## config.mk

```make
export PLATFORM = sky130hd
export DESIGN_NAME = timed_pour_motor_sequencer
export DESIGN_NICKNAME = d
export VERILOG_FILES = /design/src/rtl/core/tpms_pkg.sv /design/src/rtl/core/timed_pour_motor_sequencer.sv /design/src/rtl/core/tpms_cfg.sv /design/src/rtl/core/tpms_step.sv
export SDC_FILE = /design/constraint.sdc
export NUM_CORES = 1
export LEC_CHECK = 0
export BUFFER_PORTS_ARGS = -buffer_cell sky130_fd_sc_hd__buf_2
export CORE_UTILIZATION = 35
export DETAILED_ROUTE_END_ITERATION = 10
export PLACE_DENSITY = 0.49
export SKIP_CTS_REPAIR_TIMING = 1
export SLEW_MARGIN = 15
export SYNTH_ARGS = -nofsm -noshare
export SYNTH_HDL_FRONTEND = slang
export SYNTH_SLANG_ARGS = --single-unit
export TNS_END_PERCENT = 1
```

## constraint.sdc

```tcl
create_clock -name clk -period 4.6 [get_ports clk]
set_input_delay 0.92 -clock clk [delete_from_list [all_inputs] [get_ports clk]]
set_output_delay 0.92 -clock clk [all_outputs]
set_load 0.05 [all_outputs]
```

## src/rtl/core/tpms_pkg.sv

```systemverilog
`timescale 1ns / 1ps

package tpms_pkg;

	localparam int unsigned DUTY_W = 8;
	localparam int unsigned TICK_W = 16;
	localparam int unsigned OVF_W = 4;
	localparam int unsigned TIME_W = 16;
	localparam int unsigned VEL_W = 16;
	localparam int unsigned CFG_IDX_W = 2;
	localparam int unsigned CFG_DATA_W = 16;

	localparam logic [DUTY_W-1:0] POUR_DUTY_RST = 8'd160;
	localparam logic [DUTY_W-1:0] REVERSE_DUTY_RST = 8'd200;
	localparam logic [TICK_W-1:0] REVERSE_TICKS_RST = 16'h056E;
	localparam logic [DUTY_W-1:0] DUTY_MAX = 8'd254;
	localparam logic [DUTY_W-1:0] DUTY_BAD = 8'd255;
	localparam logic signed [VEL_W-1:0] VEL_MAX = 16'sd254;
	localparam logic signed [VEL_W-1:0] VEL_MIN = -16'sd254;

	typedef enum logic [1:0] {
		CMD_TICK = 2'd0,
		CMD_POUR = 2'd1,
		CMD_STOP = 2'd2,
		CMD_VEL  = 2'd3
	} cmd_t;

	typedef enum logic [CFG_IDX_W-1:0] {
		REG_POUR_DUTY     = 2'd0,
		REG_REVERSE_DUTY  = 2'd1,
		REG_REVERSE_TICKS = 2'd2
	} cfg_reg_t;

	typedef struct packed {
		logic [DUTY_W-1:0] pour_duty;
		logic [DUTY_W-1:0] reverse_duty;
		logic [TICK_W-1:0] reverse_ticks;
	} cfg_t;

	typedef struct packed {
		logic [TICK_W-1:0] tick_count;
		logic [OVF_W-1:0]  overflows_left;
		logic              running;
		logic              reverse;
		logic [DUTY_W-1:0] duty;
		logic              direction;
		logic              done;
	} state_t;

endpackage

```

## src/rtl/core/timed_pour_motor_sequencer.sv

```systemverilog
`timescale 1ns / 1ps

// Timed pour motor sequencer.
// Input channel (in_valid/in_ready) carries one command per transfer: a timer
// tick, a pour start with pour_time, a stop, or a direct signed velocity.
// Output channel (out_valid/out_ready) returns exactly one result per command:
// the motor duty, direction, done line and timer flags after that command.
// Commands land in an input register; the next-state logic then updates the
// state register, which also serves as the result register.
// Throughput is one command per cycle while the receiver takes results; the
// single state update per cycle sets that rate. When the receiver stalls, the
// pending result holds and one more command is kept in the input register;
// in_ready drops only when both are occupied. Configuration writes
// (cfg_valid/cfg_ready, always ready) take effect on the next cycle; the user
// is to issue them while no command is in flight; the block does not enforce it.
// Reset clears the motor state to zero and loads the register defaults:
// pour duty 160, reverse duty 200, reverse ticks 1390. No result is pending.
module timed_pour_motor_sequencer (
	input  logic                                  clk,
	input  logic                                  arst_n,
	input  logic                                  in_valid,
	output logic                                  in_ready,
	input  logic [1:0]                            cmd,
	input  logic [tpms_pkg::TIME_W-1:0]           pour_time,
	input  logic signed [tpms_pkg::VEL_W-1:0]     velocity,
	output logic                                  out_valid,
	input  logic                                  out_ready,
	output logic [tpms_pkg::DUTY_W-1:0]           duty,
	output logic                                  direction,
	output logic                                  done_line,
	output logic                                  timer_running,
	output logic                                  in_reverse,
	input  logic                                  cfg_valid,
	output logic                                  cfg_ready,
	input  logic [tpms_pkg::CFG_IDX_W-1:0]        cfg_index,
	input  logic [tpms_pkg::CFG_DATA_W-1:0]       cfg_data
);

	logic valid_s1;
	tpms_pkg::cmd_t cmd_s1;
	logic [tpms_pkg::TIME_W-1:0] pour_time_s1;
	logic signed [tpms_pkg::VEL_W-1:0] velocity_s1;

	tpms_pkg::cfg_t cfg;
	tpms_pkg::state_t state_q;
	tpms_pkg::state_t state_nxt;
	logic out_valid_q;
	logic advance;

	assign cfg_ready = 1'b1;

	tpms_cfg u_cfg (
		.clk      (clk),
		.arst_n   (arst_n),
		.wr_en    (cfg_valid),
		.wr_index (cfg_index),
		.wr_data  (cfg_data),
		.cfg      (cfg)
	);

	// The result register frees up when it is empty or its transfer completes.
	assign advance = !out_valid_q || out_ready;
	assign in_ready = !valid_s1 || advance;

	always_ff @(posedge clk or negedge arst_n) begin
		if (!arst_n) begin
			valid_s1 <= 1'b0;
		end else if (in_ready) begin
			valid_s1 <= in_valid;
		end
	end

	always_ff @(posedge clk) begin
		if (in_valid && in_ready) begin
			cmd_s1 <= tpms_pkg::cmd_t'(cmd);
			pour_time_s1 <= pour_time;
			velocity_s1 <= velocity;
		end
	end

	tpms_step u_step (
		.cur       (state_q),
		.cfg       (cfg),
		.cmd       (cmd_s1),
		.pour_time (pour_time_s1),
		.velocity  (velocity_s1),
		.nxt       (state_nxt)
	);

	always_ff @(posedge clk or negedge arst_n) begin
		if (!arst_n) begin
			state_q <= '0;
			out_valid_q <= 1'b0;
		end else if (valid_s1 && advance) begin
			state_q <= state_nxt;
			out_valid_q <= 1'b1;
		end else if (out_ready) begin
			out_valid_q <= 1'b0;
		end
	end

	assign out_valid = out_valid_q;
	assign duty = state_q.duty;
	assign direction = state_q.direction;
	assign done_line = state_q.done;
	assign timer_running = state_q.running;
	assign in_reverse = state_q.reverse;

endmodule

```

## src/rtl/core/tpms_cfg.sv

```systemverilog
`timescale 1ns / 1ps

module tpms_cfg (
	input  logic                                clk,
	input  logic                                arst_n,
	input  logic                                wr_en,
	input  logic [tpms_pkg::CFG_IDX_W-1:0]      wr_index,
	input  logic [tpms_pkg::CFG_DATA_W-1:0]     wr_data,
	output tpms_pkg::cfg_t                      cfg
);

	tpms_pkg::cfg_t cfg_q;
	logic [tpms_pkg::DUTY_W-1:0] wr_duty;
	logic duty_ok;

	assign wr_duty = wr_data[tpms_pkg::DUTY_W-1:0];
	// Duty writes of 0 or 255 leave the register as it was.
	assign duty_ok = (wr_duty != '0) && (wr_duty != tpms_pkg::DUTY_BAD);

	always_ff @(posedge clk or negedge arst_n) begin
		if (!arst_n) begin
			cfg_q.pour_duty <= tpms_pkg::POUR_DUTY_RST;
			cfg_q.reverse_duty <= tpms_pkg::REVERSE_DUTY_RST;
			cfg_q.reverse_ticks <= tpms_pkg::REVERSE_TICKS_RST;
		end else if (wr_en) begin
			unique case (tpms_pkg::cfg_reg_t'(wr_index))
				tpms_pkg::REG_POUR_DUTY: begin
					if (duty_ok) cfg_q.pour_duty <= wr_duty;
				end
				tpms_pkg::REG_REVERSE_DUTY: begin
					if (duty_ok) cfg_q.reverse_duty <= wr_duty;
				end
				tpms_pkg::REG_REVERSE_TICKS: begin
					cfg_q.reverse_ticks <= wr_data[tpms_pkg::TICK_W-1:0];
				end
				default: begin
				end
			endcase
		end
	end

	assign cfg = cfg_q;

endmodule

```

## src/rtl/core/tpms_step.sv

```systemverilog
`timescale 1ns / 1ps

module tpms_step (
	input  tpms_pkg::state_t                     cur,
	input  tpms_pkg::cfg_t                       cfg,
	input  tpms_pkg::cmd_t                       cmd,
	input  logic [tpms_pkg::TIME_W-1:0]          pour_time,
	input  logic signed [tpms_pkg::VEL_W-1:0]    velocity,
	output tpms_pkg::state_t                     nxt
);

	logic [tpms_pkg::TICK_W-1:0] tick_inc;
	logic signed [tpms_pkg::VEL_W-1:0] vel_neg;
	logic [tpms_pkg::DUTY_W-1:0] vel_mag;
	logic vel_dir;

	assign tick_inc = cur.tick_count + 1'b1;
	assign vel_neg = -velocity;

	always_comb begin
		if (velocity > tpms_pkg::VEL_MAX) begin
			vel_mag = tpms_pkg::DUTY_MAX;
			vel_dir = 1'b1;
		end else if (velocity < tpms_pkg::VEL_MIN) begin
			vel_mag = tpms_pkg::DUTY_MAX;
			vel_dir = 1'b0;
		end else if (!velocity[tpms_pkg::VEL_W-1]) begin
			vel_mag = velocity[tpms_pkg::DUTY_W-1:0];
			vel_dir = 1'b1;
		end else begin
			vel_mag = vel_neg[tpms_pkg::DUTY_W-1:0];
			vel_dir = 1'b0;
		end
	end

	always_comb begin
		nxt = cur;
		unique case (cmd)
			tpms_pkg::CMD_TICK: begin
				if (cur.running) begin
					nxt.tick_count = tick_inc;
					if (tick_inc == '0) begin
						priority if (cur.overflows_left != '0) begin
							nxt.overflows_left = cur.overflows_left - 1'b1;
						end else if (cur.reverse) begin
							nxt.running = 1'b0;
							nxt.reverse = 1'b0;
							nxt.duty = '0;
							nxt.direction = 1'b1;
							nxt.done = 1'b1;
						end else begin
							// Anti-drip phase: run backward for reverse_ticks + 1 ticks.
							nxt.duty = cfg.reverse_duty;
							nxt.direction = 1'b0;
							nxt.tick_count = ~cfg.reverse_ticks;
							nxt.reverse = 1'b1;
						end
					end
				end
			end
			tpms_pkg::CMD_POUR: begin
				// The reverse flag is intentionally left as it was.
				nxt.done = 1'b0;
				nxt.duty = cfg.pour_duty;
				nxt.direction = 1'b1;
				nxt.overflows_left = pour_time[tpms_pkg::TIME_W-1 -: tpms_pkg::OVF_W];
				nxt.tick_count = ~{pour_time[tpms_pkg::TICK_W-5:0], 4'b0000};
				nxt.running = 1'b1;
			end
			tpms_pkg::CMD_STOP: begin
				nxt.running = 1'b0;
				nxt.reverse = 1'b0;
				nxt.duty = '0;
				nxt.direction = 1'b1;
				nxt.done = 1'b1;
			end
			tpms_pkg::CMD_VEL: begin
				nxt.duty = vel_mag;
				nxt.direction = vel_dir;
			end
			default: begin
			end
		endcase
	end

endmodule

```

; After elaboration in Yosys (flattened, before gate mapping)
; Cells that the tools add are included.
[word_totals]
ff_bits = 100
inputBits = 57
wordCells = 80
[op_classes]
addsub = 3
magnitude_cmp = 2
n_eq_ne = 11
n_mux = 22
n_bitwise = 2
n_reduce_logical = 25
[ops]
columns = op, n
row1 = $mux W32, 2
row2 = $pmux W20 S2, 1
row3 = $pmux W9 S4, 1
row4 = $mux W16, 2
row5 = $not A16 Y16, 2
row6 = $mux W8, 3
row7 = $add A16 B1 Y16 const B, 1
row8 = $gt A16 B9 Y1 const B, 1
row9 = $logic_not A16 Y1, 1
row10 = $lt A16 B9 Y1 const B, 1
row11 = $mux W12, 1
row12 = $mux W10, 1
row13 = $reduce_and A5 Y1, 2
row14 = $reduce_and A3 Y1, 3
row15 = $ne A8 B8 Y1 const B, 1
row16 = $neg A8 Y8, 1
row17 = $reduce_bool A8 Y1, 1
row18 = $mux W1, 7
row19 = $eq A2 B2 Y1 const B, 3
row20 = $ne A2 B2 Y1 const B, 3
row21 = $pmux W1 S3, 2
row22 = $reduce_and A6 Y1, 1
row23 = $reduce_bool A2 Y1, 3
row24 = $eq A2 B1 Y1 const B, 2
row25 = 12 further kinds, 19

; Logic depth before layout (Yosys ltp)
; Gate-level depths: netlist of run 1.
[depth]
depth_word = 6
ltp_mapped = 10
ltp_nobuf = 9

; Hierarchy
; A second synthesis of run 1 with hierarchy kept.
[unflattened]
cells_unflattened = 496
area_unflattened_um2 = 5804.3
[by_module_without_submodules]
columns = mod, instances, cells_per_inst, area_per_inst_um2, seq_area_each_um2
row1 = timed_pour_motor_sequencer, 1, 119, 2528.7, 1871.8
row2 = tpms_step, 1, 300, 1963.1, 0.0
row3 = tpms_cfg, 1, 77, 1312.5, 815.8

; Worst setup path after synthesis of run 1
; No wires, ideal clock.
[synth_path]
path_kind = register to register
from = reg state_q[16] in the netlist's numbering
to = reg state_q[16] in the netlist's numbering
arrival_ns = 2.730
setup_slack_ns = 1.747
path_stages_with_launch = 10
path_buffers = 1
period_less_slack_ns = 2.853
path_cell_list = dfrtp_1 ha_1 clkbuf_1 and2_1 a21oi_1 o31a_1 or4_1 nor3_1 a2111oi_0 a211o_1
[synth_via]
elab_chain_len = 6
[synth_lines]
columns = item, line_no
row1 = from (decl), timed_pour_motor_sequencer.sv:45  ; tpms_pkg::state_t state_q;
row2 = from (signal assigned), timed_pour_motor_sequencer.sv:95  ; state_q <= state_nxt;
row3 = $add A16 B1 Y16 *, tpms_step.sv:17  ; assign tick_inc = cur.tick_count + 1'b1;
row4 = $mux W16, tpms_step.sv:45  ; end else if (cur.reverse) begin
row5 = $mux W16, tpms_step.sv:43  ; priority if (cur.overflows_left != '0) begin
row6 = $mux W32 *, tpms_step.sv:42  ; if (tick_inc == '0) begin
row7 = $mux W32 *, tpms_step.sv:40  ; if (cur.running) begin
row8 = $pmux W20 S2 *, tpms_step.sv:38  ; unique case (cmd)
; Every way passes the cells marked *; elsewhere a longest branch is shown, timed or not. The select of a mux whose other input is x is not followed.
; A chain may end at the register's enable or synchronous reset.

; Worst setup path after layout of run 1
[layout_path]
from = reg state_q[16] in the netlist's numbering
to = reg state_q[18] in the netlist's numbering
; Same word-level chain as after synthesis.

==> results of run 1 <==
-- cells in the mapped netlist, types with 10 or more instances --
| library cell | n |
|---|---|
| edfxtp_1 | 34 |
| nand3_1 | 13 |
| nand2_1 | 28 |
| a21oi_1 | 12 |
| clkbuf_1 | 13 |
| inv_1 | 16 |
| xnor2_1 | 11 |
| ha_1 | 10 |
| dfrtp_1 | 54 |
| o21ai_0 | 26 |
| nor3_1 | 25 |
| nor2_1 | 19 |
| dfstp_2 | 12 |
| mux2_2 | 39 |
-- flip-flops by register name (all words and copies together) (netlist names) --
| signal | flops |
|---|---|
| duty | 8 |
| done_line | 1 |
| velocity_s1 | 16 |
| state_q | 20 |
| pour_time_s1 | 16 |
| cmd_s1 | 2 |
| valid_s1 | 1 |
| timer_running | 1 |
| in_reverse | 1 |
| direction | 1 |
| u_cfg.cfg | 32 |
| out_valid | 1 |
-- layout by cell type, fill, tap and decap left out, types with 13 or more instances in the layout --
| cell type | instances |
|---|---|
| buf_2 | 69 |
| dfrtp_1 | 54 |
| mux2_2 | 39 |
| edfxtp_1 | 34 |
| nand2_1 | 28 |
| o21ai_0 | 26 |
| nor3_1 | 25 |
| nor2_1 | 19 |
| inv_1 | 16 |
| nand3_1 | 13 |
-- worst max-delay path, cell delays in order (launching register included) --
cell,delay (ns)
dfrtp_1,0.45
ha_1,0.37
or3_1,0.42
a211oi_1,0.22
o21ai_0,0.16
or4_1,0.52
or3_4,0.47
mux2_4,0.33
a2bb2oi_1,0.15
-- routing by layer --
metal,vias to the layer above,track usage
li1,1799,-
met1,1858,0.237
met2,93,0.263
met3,9,0.0558
met4,0,0.0541
met5,-,0
-- per-stage QoR --
stage	instance area, µm²	setup WS (ns)	hold WS [ns]	utilization	instances
floorplan	5100	1.75	0.457	-	447
global placement	5580	1.55	0.477	0.397	677
detailed placement	5580	1.44	0.493	0.397	677
CTS	5860	1.42	0.498	0.418	693
global route	5870	1.24	0.519	0.418	693
finish	5870	1.41	0.496	0.418	693
-- power breakdown --
group | total [µW] | leakage [µW] | internal (µW) | switching (µW)
Clock | 735 | 0.000134 | 374 | 361
Combinational | 761 | 0.00112 | 331 | 430
Sequential | 1280 | 0.00111 | 1100 | 180
-- kinds of logic after synthesis --
group                      Yosys count  synth area share
buffers and inverters               43            0.0407
AOI/OAI and AO/OA                   99             0.137
adders and majority gates           10            0.0245
muxes                               45            0.0999
other                                1          0.000735
xor gates and xnor gates            20            0.0344
and+or+nand+nor                    129             0.136
DFF                                100             0.527
-- layout make-up --
| type | instances | area (µm²) | area share |
|---|---|---|---|
| clock inverters | 7 | 58.8 | 0.0100 |
| inverters | 16 | 60.1 | 0.0102 |
| repair buffers | 77 | 405 | 0.0691 |
| flip-flops and latches | 100 | 2690 | 0.458 |
| clock buffers | 9 | 225 | 0.0384 |
| well taps | 180 | 225 | 0.0384 |
| multi-input cells | 304 | 2200 | 0.376 |
-- how the worst min path moves through the flow --
stage	endpoint	cells past startpoint	from
6_report	out_valid	1	valid_s1
5_1_grt	u_cfg.cfg[14]	1	u_cfg.cfg[14]
4_1_cts	out_valid	1	valid_s1
3_5_place_dp	u_cfg.cfg[14]	1	u_cfg.cfg[14]
3_3_place_gp	out_valid	1	valid_s1
2_1_floorplan	out_valid	1	valid_s1
==> results.tsv, run 1 <==
stage	metric	value	unit
outcome	status	complete, no violations	
worst_hold_path	hp-class	reg -> reg	
detailed_routing	routed_wl	12100	µm
sta	finalCriticalPeriod	3.19	ns
synth	ys.flop_type	dfrtp_1	
clock_network	numCtsBuffers	9	
global_routing	grt_max_degree	48	
floorplanning	die_y	123	µm
global_routing	grt_use_total	0.174	
synth	async_flop_share	0.660	
flow_run	cap_violations	0	
pwr	p_per_area	473	nW/µm²
synth	synthDominantCellAreaShare	0.265	
synth	yosysUniqueCellTypes	61	
final_layout	n_antenna_cell	0	
sta	worstMarginPinSlew	0.892	ns
pwr	ir_drop	0.216	mV
critical_path	cp.required	4.89	ns
pwr	p_leak	0.00236	µW
floorplanning	start_util	0.363	
clock_network	htreeDepth	3	
synth	synth-seq-area-share	0.527	
global_routing	grt_remaining_overflow	0	
detailed_routing	ant_nets	0	
sta	setup_tns	0	ns
sta	skew	0.0101	ns
critical_path	reg2reg_depth	8	
critical_path	crit_start	state_q[16]	
detailed_routing	met2_length	5560	µm
synth	syn_inst	447	
sta	rsz0062_at_grt	false	
critical_path	critPathMaxFanout	20	
final_layout	nets	575	
detailed_routing	highest_layer	met4	
critical_path	worst_setup_path_end_kind	flop	
placed_design	place_hpwl	8780	µm
global_routing	antenna_found_initial	0	
sta	relSlewSlack	0.406	
critical_path	reg2reg_slack	1.41	ns
pwr	power	2780	µW
synth	synth_area	5100	µm²
sta	hold_viol_final	0	
clock_network	clockRootBuffer	clkbuf_16	
clock_network	cts_sinks	100	
synth	synth.area.top_cells	dfrtp_1 (27%), edfxtp_1 (20%), mux2_2 (8.6%)	
placed_design	io_buffers	70	
global_routing	grt_pass1_vias	3702	
detailed_routing	vias_per_cell	5.42	
detailed_routing	drc_errors	0	
critical_path	cp.arrival	3.47	ns
detailed_routing	drt_pre_antenna_iters	4	
synth	synth-edff-count	34	
final_layout	syn_to_final_growth	15.0	%
global_routing	grt_first_pass_wirelength	19500	µm
detailed_routing	vias	3759	
sta	finalSetupViolCount	0	
floorplanning	io_pins	72	
sta	fin_crit_sh	0.693	
critical_path	timing.rr.end	state_q[18]	
final_layout	fill_cells	1337	
synth	avgSynthCellArea	11.4	µm²
clock_network	clock_latency	0.36	ns
synth	ys_ff_latch	100	
clock_network	path_clk_slew	0.08	ns
sta	maxSlewViolCount	0	
floorplanning	num_rows	43	
floorplanning	chipWidth	123	µm
critical_path	rr_startpoint	state_q[16]	
floorplanning	die-area	15100	µm²
clock_network	cts_tree	done	
clock_network	clk_path_buf_depth	2	
synth	synth_area_leader_cell	dfrtp_1	
detailed_routing	first_iter_violations	191	
critical_path	cp-start-kind	flop	
sta	max_clock_freq	314	MHz
detailed_routing	wl_per_cell	17.4	µm
critical_path	endpoint	state_q[18]	
detailed_routing	m1WireLength	5710	µm
final_layout	drive_gt1_frac	0.308	
placed_design	gp_congestion	0.853	
detailed_routing	wl_met3	655	µm
floorplanning	coreArea	14000	µm²
synth	synth_warnings	0	
synth	synth_fp_nets	514	
critical_path	crit_type	reg -> reg	
(Power assumes the default switching activity.)
==> run 2: changes to the inputs <==
==> constraint.sdc (replaced) <==
create_clock -name clk -period 2.94 [get_ports clk]
set_input_delay 0.588 -clock clk [delete_from_list [all_inputs] [get_ports clk]]
set_output_delay 0.588 -clock clk [all_outputs]
set_load 0.05 [all_outputs]
==> run 2 against run 1 <==
  * Register-to-register slack got worse by 1.3 ns
  * Wire length rose by 3.9%
  * Utilization rose by 2.2 points
  * Combinational power rose by 91%
  * First-iteration DRC count fell by 24%
  * Clock skew rose by 0.00067 ns
  * Design area rose by 5.2%
  * Die area did not move
  * Via count rose by 1.3%
  * Clock power rose by 65%
  * Power rose by 66%
  * Sequential share of layout area fell by 2.3 points
==> results.tsv, run 2 (synthesis gave the netlist of run 1 again) <==
stage	metric	value	unit	change
outcome	status	complete, no violations		
clock_network	cts_sinks	100		unchanged
final_layout	layout_common_cells	buf_2 (70), dfrtp_1 (53), mux2_2 (39)		
final_layout	n_antenna_cell	0		unchanged
placed_design	io_buffers	70		unchanged
detailed_routing	routed_wl	12600	µm	+3.9%
worst_hold_path	hp-class	in -> async		
floorplanning	io_pins	72		unchanged
pwr	p_seq_frac	0.425		-0.036
pwr	p_leak	0.00252	µW	+6.7%
detailed_routing	vias_per_cell	5.26		-3.1%
critical_path	cp.required	3.24	ns	-1.65 ns
critical_path	max_stage_delay	0.55	ns	+0.03 ns
sta	setup_tns	0	ns	unchanged
global_routing	grt_remaining_overflow	0		unchanged
clock_network	htreeDepth	3		unchanged
pwr	combPwrFrac	0.313		+0.039
pwr	clkPwrFrac	0.262		-0.003
clock_network	clockRootBuffer	clkbuf_16		
critical_path	cp-start-kind	flop		
floorplanning	die_y	123	µm	unchanged
detailed_routing	wl_per_cell	17.3	µm	-0.51%
pwr	p_per_area	749	nW/µm²	+58%
pwr	p_sw_frac	0.339		-0.0109
floorplanning	num_rows	43		unchanged
critical_path	worst_setup_path_end_kind	flop		
critical_path	crit_buf_inv	2		+2
sta	skew	0.0108	ns	+0.000675 ns
sta	relSlewSlack	0.616		+0.211
global_routing	antenna_found_initial	0		unchanged
critical_path	path_delay_family	simple AND/OR/NAND/NOR gates		
global_routing	grt_use_total	0.178		+0.00383
flow_run	cap_violations	0		unchanged
pwr	power	4620	µW	+66%
sta	worstMarginPinSlew	0.576	ns	-0.316 ns
detailed_routing	vias	3806		+1.3%
critical_path	path_cells	ha_2 -> buf_6 -> and2_1 -> a21oi_1 -> o31a_1 -> or4_4 -> or3_4 -> buf_4 -> o22ai_1 -> mux2_2		
sta	rsz0062_at_grt	false		
final_layout	largest_reg_flops	32		unchanged
floorplanning	chipWidth	123	µm	unchanged
critical_path	critPathMaxFanout	10		-50%
detailed_routing	ant_nets	0		unchanged
clock_network	clock_latency	0.36	ns	about the same
clock_network	clk_path_buf_depth	2		unchanged
final_layout	fill_cells	1344		+0.52%
critical_path	crit_slowest_cell	or4_4		
clock_network	path_clk_slew	0.07	ns	about the same
sta	finalSetupViolCount	0		unchanged
floorplanning	die-area	15100	µm²	unchanged
critical_path	crit_type	reg -> reg		
sta	finalCriticalPeriod	2.85	ns	-0.340 ns
critical_path	cp.arrival	3.15	ns	-0.32 ns
floorplanning	coreArea	14000	µm²	unchanged
global_routing	grt_first_pass_wirelength	20100	µm	+3.2%
pwr	ir_drop	0.319	mV	+47%
global_routing	grt_pass1_vias	3757		+1.5%
placed_design	gp_congestion	0.778		-8.8%
detailed_routing	drc_errors	0		unchanged
final_layout	nets	606		+5.4%
sta	max_clock_freq	351	MHz	+12%
sta	hold_viol_final	0		unchanged
global_routing	grt_max_degree	46		-4.2%
floorplanning	start_util	0.363		unchanged
clock_network	numCtsBuffers	9		unchanged
detailed_routing	drt_pre_antenna_iters	4		unchanged
final_layout	final_common_cell	buf_2		
detailed_routing	first_iter_violations	145		-24%
sta	maxSlewViolCount	0		unchanged
final_layout	drive_gt1_frac	0.368		+0.0597
pwr	power.internal	3050	µW	+69%
clock_network	cts_tree	done		
final_layout	syn_to_final_growth	21.1	%	
pwr	power_switching	1570	µW	+61%
sta	fin_crit_sh	0.968		+0.276
placed_design	place_hpwl	8910	µm	+1.4%
[run 2: cell types whose count changed in the layout (fill, tap and decap cells not counted), moves of 2 or more]
cell,previous run,this run
o21ai_2,0,2
buf_4,8,35
o21ai_0,26,20
o21ai_1,0,4
[run 2: power by group through the flow]
stage	sequential (µW)	clock, µW	combinational (µW)
after floorplan	1960	0	939
after global placement	1980	0	1360
after detailed placement	1980	0	1390
after CTS	1960	1260	1390
after global routing	2000	1300	1590
final	1970	1210	1450
[run 2: routing by layer]
layer  wire length, µm  vias up  track usage
li1                  -     1851            -
met1              6240     1874        0.248
met2              5700       72        0.272
met3               469        9       0.0409
met4               147        0       0.0564
met5                 0        -            0
[run 2: final cells by class]
class,count,area [µm²],area share
well taps,180,225,0.0365
clock inverters,7,76.3,0.0124
inverters,16,60.1,0.00973
clock buffers,9,225,0.0365
repair buffers,107,644,0.104
flip-flops and latches,100,2690,0.436
multi-input cells,305,2250,0.365
[run 2: metrics by stage]
stage	instances	worst slack, ns	hold slack [ns]	util	area, µm²
after floorplan	447	0.0866	0.292	-	5100
after global placement	705	0.0872	0.475	0.413	5800
after detailed placement	705	0.000234	0.488	0.413	5800
after CTS	721	-0.0364	0.231	0.435	6100
after global routing	724	0.00213	0.260	0.440	6170
final	724	0.0927	0.220	0.440	6170
[run 2: final timing paths]
path                              startpoint               to  slack, ns  cells after the start
worst max-delay path             state_q[16]          duty[4]       0.09                     10
worst min-delay path                  arst_n      state_q[25]       0.22                      1
worst max register to register   state_q[16]          duty[4]       0.09                     10
worst min register to register      valid_s1        out_valid       0.50                      1
max in group asynchronous             arst_n    u_cfg.cfg[23]       2.01                      2
min in group clk                pour_time[5]  pour_time_s1[5]       0.40                      1
[run 2: worst register-to-register path, stage by stage (launching register included)]
cell,delay [ns]
dfrtp_1,0.42
ha_2,0.21
buf_6,0.14
and2_1,0.16
a21oi_1,0.07
o31a_1,0.29
or4_4,0.55
or3_4,0.46
buf_4,0.17
o22ai_1,0.14
mux2_2,0.18
==> run 3: changes to the inputs <==
--- a/config.mk
+++ b/config.mk
@@ -8,7 +8,9 @@
 export BUFFER_PORTS_ARGS = -buffer_cell sky130_fd_sc_hd__buf_2
 export CORE_UTILIZATION = 35
 export DETAILED_ROUTE_END_ITERATION = 10
+export MAX_ROUTING_LAYER = met4
 export PLACE_DENSITY = 0.49
+export REMOVE_ABC_BUFFERS = 1
 export SKIP_CTS_REPAIR_TIMING = 1
 export SLEW_MARGIN = 15
 export SYNTH_ARGS = -nofsm -noshare
==> run 3 against run 2 <==
  * Sequential cell count did not move
  * First-iteration DRC count rose by 94%
  * Fmax fell by 1.1%
  * Power barely moved
  * Final cell count rose by 0.14%
  * Combinational power barely moved
  * Via count rose by 0.53%
  * Hold slack improved by 0.036 ns
  * Sequential power barely moved
  * Largest cell class unchanged
==> results.tsv, run 3 (synthesis gave the netlist of run 1 again) <==
stage	metric	value	unit	change
critical_path	crit_type	reg -> reg		
clock_network	numCtsBuffers	9		unchanged
critical_path	cp-start-kind	flop		
clock_network	clk_path_buf_depth	2		unchanged
final_layout	nets	607		+0.17%
detailed_routing	vias	3826		+0.53%
critical_path	critPathMaxFanout	7		-3
final_layout	drive_gt1_frac	0.365		-0.00251
sta	relSlewSlack	0.571		-0.0451
floorplanning	chipWidth	123	µm	unchanged
floorplanning	start_util	0.363		unchanged
final_layout	multi_input_area	2250	µm²	unchanged
pwr	p_per_area	749	nW/µm²	about the same
floorplanning	die-area	15100	µm²	unchanged
final_layout	final_common_cell	buf_2		
detailed_routing	drc_errors	0		unchanged
flow_run	cap_violations	0		unchanged
final_layout	syn_to_final_growth	21.0	%	about the same
clock_network	cts_tree	done		
floorplanning	die_y	123	µm	unchanged
detailed_routing	first_iter_violations	282		+94%
clock_network	clock_latency	0.35	ns	about the same
clock_network	clockRootBuffer	clkbuf_16		
critical_path	worst_setup_path_end_kind	flop		
clock_network	cts_sinks	100		unchanged
placed_design	gp_congestion	0.833		+7.1%
detailed_routing	vias_per_cell	5.28		+0.39%
clock_network	htreeDepth	3		unchanged
final_layout	seqCellArea	2690	µm²	unchanged
pwr	ir_drop	0.351	mV	+10%
floorplanning	io_pins	72		unchanged
worst_hold_path	hp-class	in -> async		
sta	maxSlewViolCount	0		unchanged
global_routing	grt_first_pass_wirelength	20000	µm	-0.89%
final_layout	largest_reg_flops	32		unchanged
critical_path	reg2reg_slack	0.06	ns	-0.03 ns
detailed_routing	drt_pre_antenna_iters	4		unchanged
critical_path	cp.required	3.23	ns	about the same
critical_path	cp.arrival	3.17	ns	+0.02 ns
placed_design	io_buffers	70		unchanged
detailed_routing	wl_per_cell	17.2	µm	-0.67%
final_layout	final_area	6170	µm²	about the same
sta	finalCriticalPeriod	2.88	ns	+0.0321 ns
critical_path	reg2reg_depth	9		-1
sta	fin_crit_sh	0.979		+0.0109
global_routing	grt_remaining_overflow	0		unchanged
sta	skew	0.00806	ns	-0.00272 ns
detailed_routing	routed_wl	12500	µm	-0.53%
floorplanning	num_rows	43		unchanged
sta	hold_viol_final	0		unchanged
sta	max_clock_freq	347	MHz	-1.1%
global_routing	grt_use_total	0.182		+0.00406
placed_design	place_area	5780	µm²	-0.34%
outcome	status	complete, no violations		
detailed_routing	ant_nets	0		unchanged
final_layout	layout_common_cells	buf_2 (70), dfrtp_1 (53), mux2_2 (39)		
floorplanning	coreArea	14000	µm²	unchanged
global_routing	grt_pass1_vias	3831		+2.0%
critical_path	rr_startpoint	state_q[17]		
sta	worstMarginPinSlew	0.644	ns	+0.0677 ns
clock_network	path_clk_slew	0.07	ns	about the same
pwr	power	4620	µW	about the same
critical_path	timing.rr.end	state_q[20]		
pwr	p_leak	0.00254	µW	+0.48%
final_layout	n_antenna_cell	0		unchanged
global_routing	grt_max_degree	35		-24%
sta	finalSetupViolCount	0		unchanged
global_routing	antenna_found_initial	0		unchanged
final_layout	fill_cells	1358		+1.0%
placed_design	place_hpwl	8860	µm	-0.51%
run 3: cell count changes in the layout (fill, tap and decap cells not counted), moves of 2 or more:
cell / delta
clkinv_2: +2
clkinvlp_4: -2
clkbuf_8: +2
o21ai_0: +2
run 3: cell type report:
class / count / area share
sequential: 100 / 0.436
multi-input combinational: 305 / 0.365
timing repair buffer: 108 / 0.104
clock buffer: 13 / 0.0456
tap: 180 / 0.0365
inverter: 16 / 0.00973
clock inverter: 3 / 0.00304
run 3: per-stage QoR:
step | utilization | setup TNS (ns) | cells | hold slack (ns) | setup slack [ns]
after floorplan | - | 0 | 420 | 0.292 | 0.00830
after global placement | 0.412 | 0 | 704 | 0.477 | 0.0910
after detailed placement | 0.412 | -0.00937 | 704 | 0.495 | -0.00439
after CTS | 0.433 | -0.140 | 720 | 0.264 | -0.0287
after global routing | 0.439 | -0.0627 | 725 | 0.284 | -0.0611
final | 0.439 | 0 | 725 | 0.256 | 0.0605
run 3: power breakdown:
| part | internal [µW] | leakage [µW] | total [µW] | switching [µW] |
|---|---|---|---|---|
| Sequential | 1720 | 0.00111 | 1970 | 245 |
| Combinational | 682 | 0.00127 | 1460 | 778 |
| Clock | 671 | 0.000151 | 1190 | 521 |
run 3: worst max path at each step:
stage	to	cells after the start	startpoint
6_report	state_q[20]	9	state_q[17]
4_1_cts	state_q[24]	9	state_q[17]
3_3_place_gp	state_q[24]	9	state_q[16]
3_5_place_dp	state_q[24]	9	state_q[16]
2_1_floorplan	state_q[16]	8	state_q[16]
5_1_grt	state_q[20]	9	state_q[17]
run 3: worst max-delay path: stages, from the launching register on:
cell and delay [ns]:
dfrtp_1 0.41, ha_2 0.21, buf_6 0.12, and2_1 0.15, a21oi_1 0.07, o31a_1 0.32
or4_4 0.55, or3_2 0.56, nor3_1 0.25, o22a_1 0.17
run 3: layer usage:
metal / up-vias / wire length (µm) / global-route usage
li1: 1859 / - / -
met1: 1877 / 6200 / 0.242
met2: 80 / 5730 / 0.278
met3: 10 / 420 / 0.0390
met4: 0 / 145 / 0.0526
met5: - / 0 / -
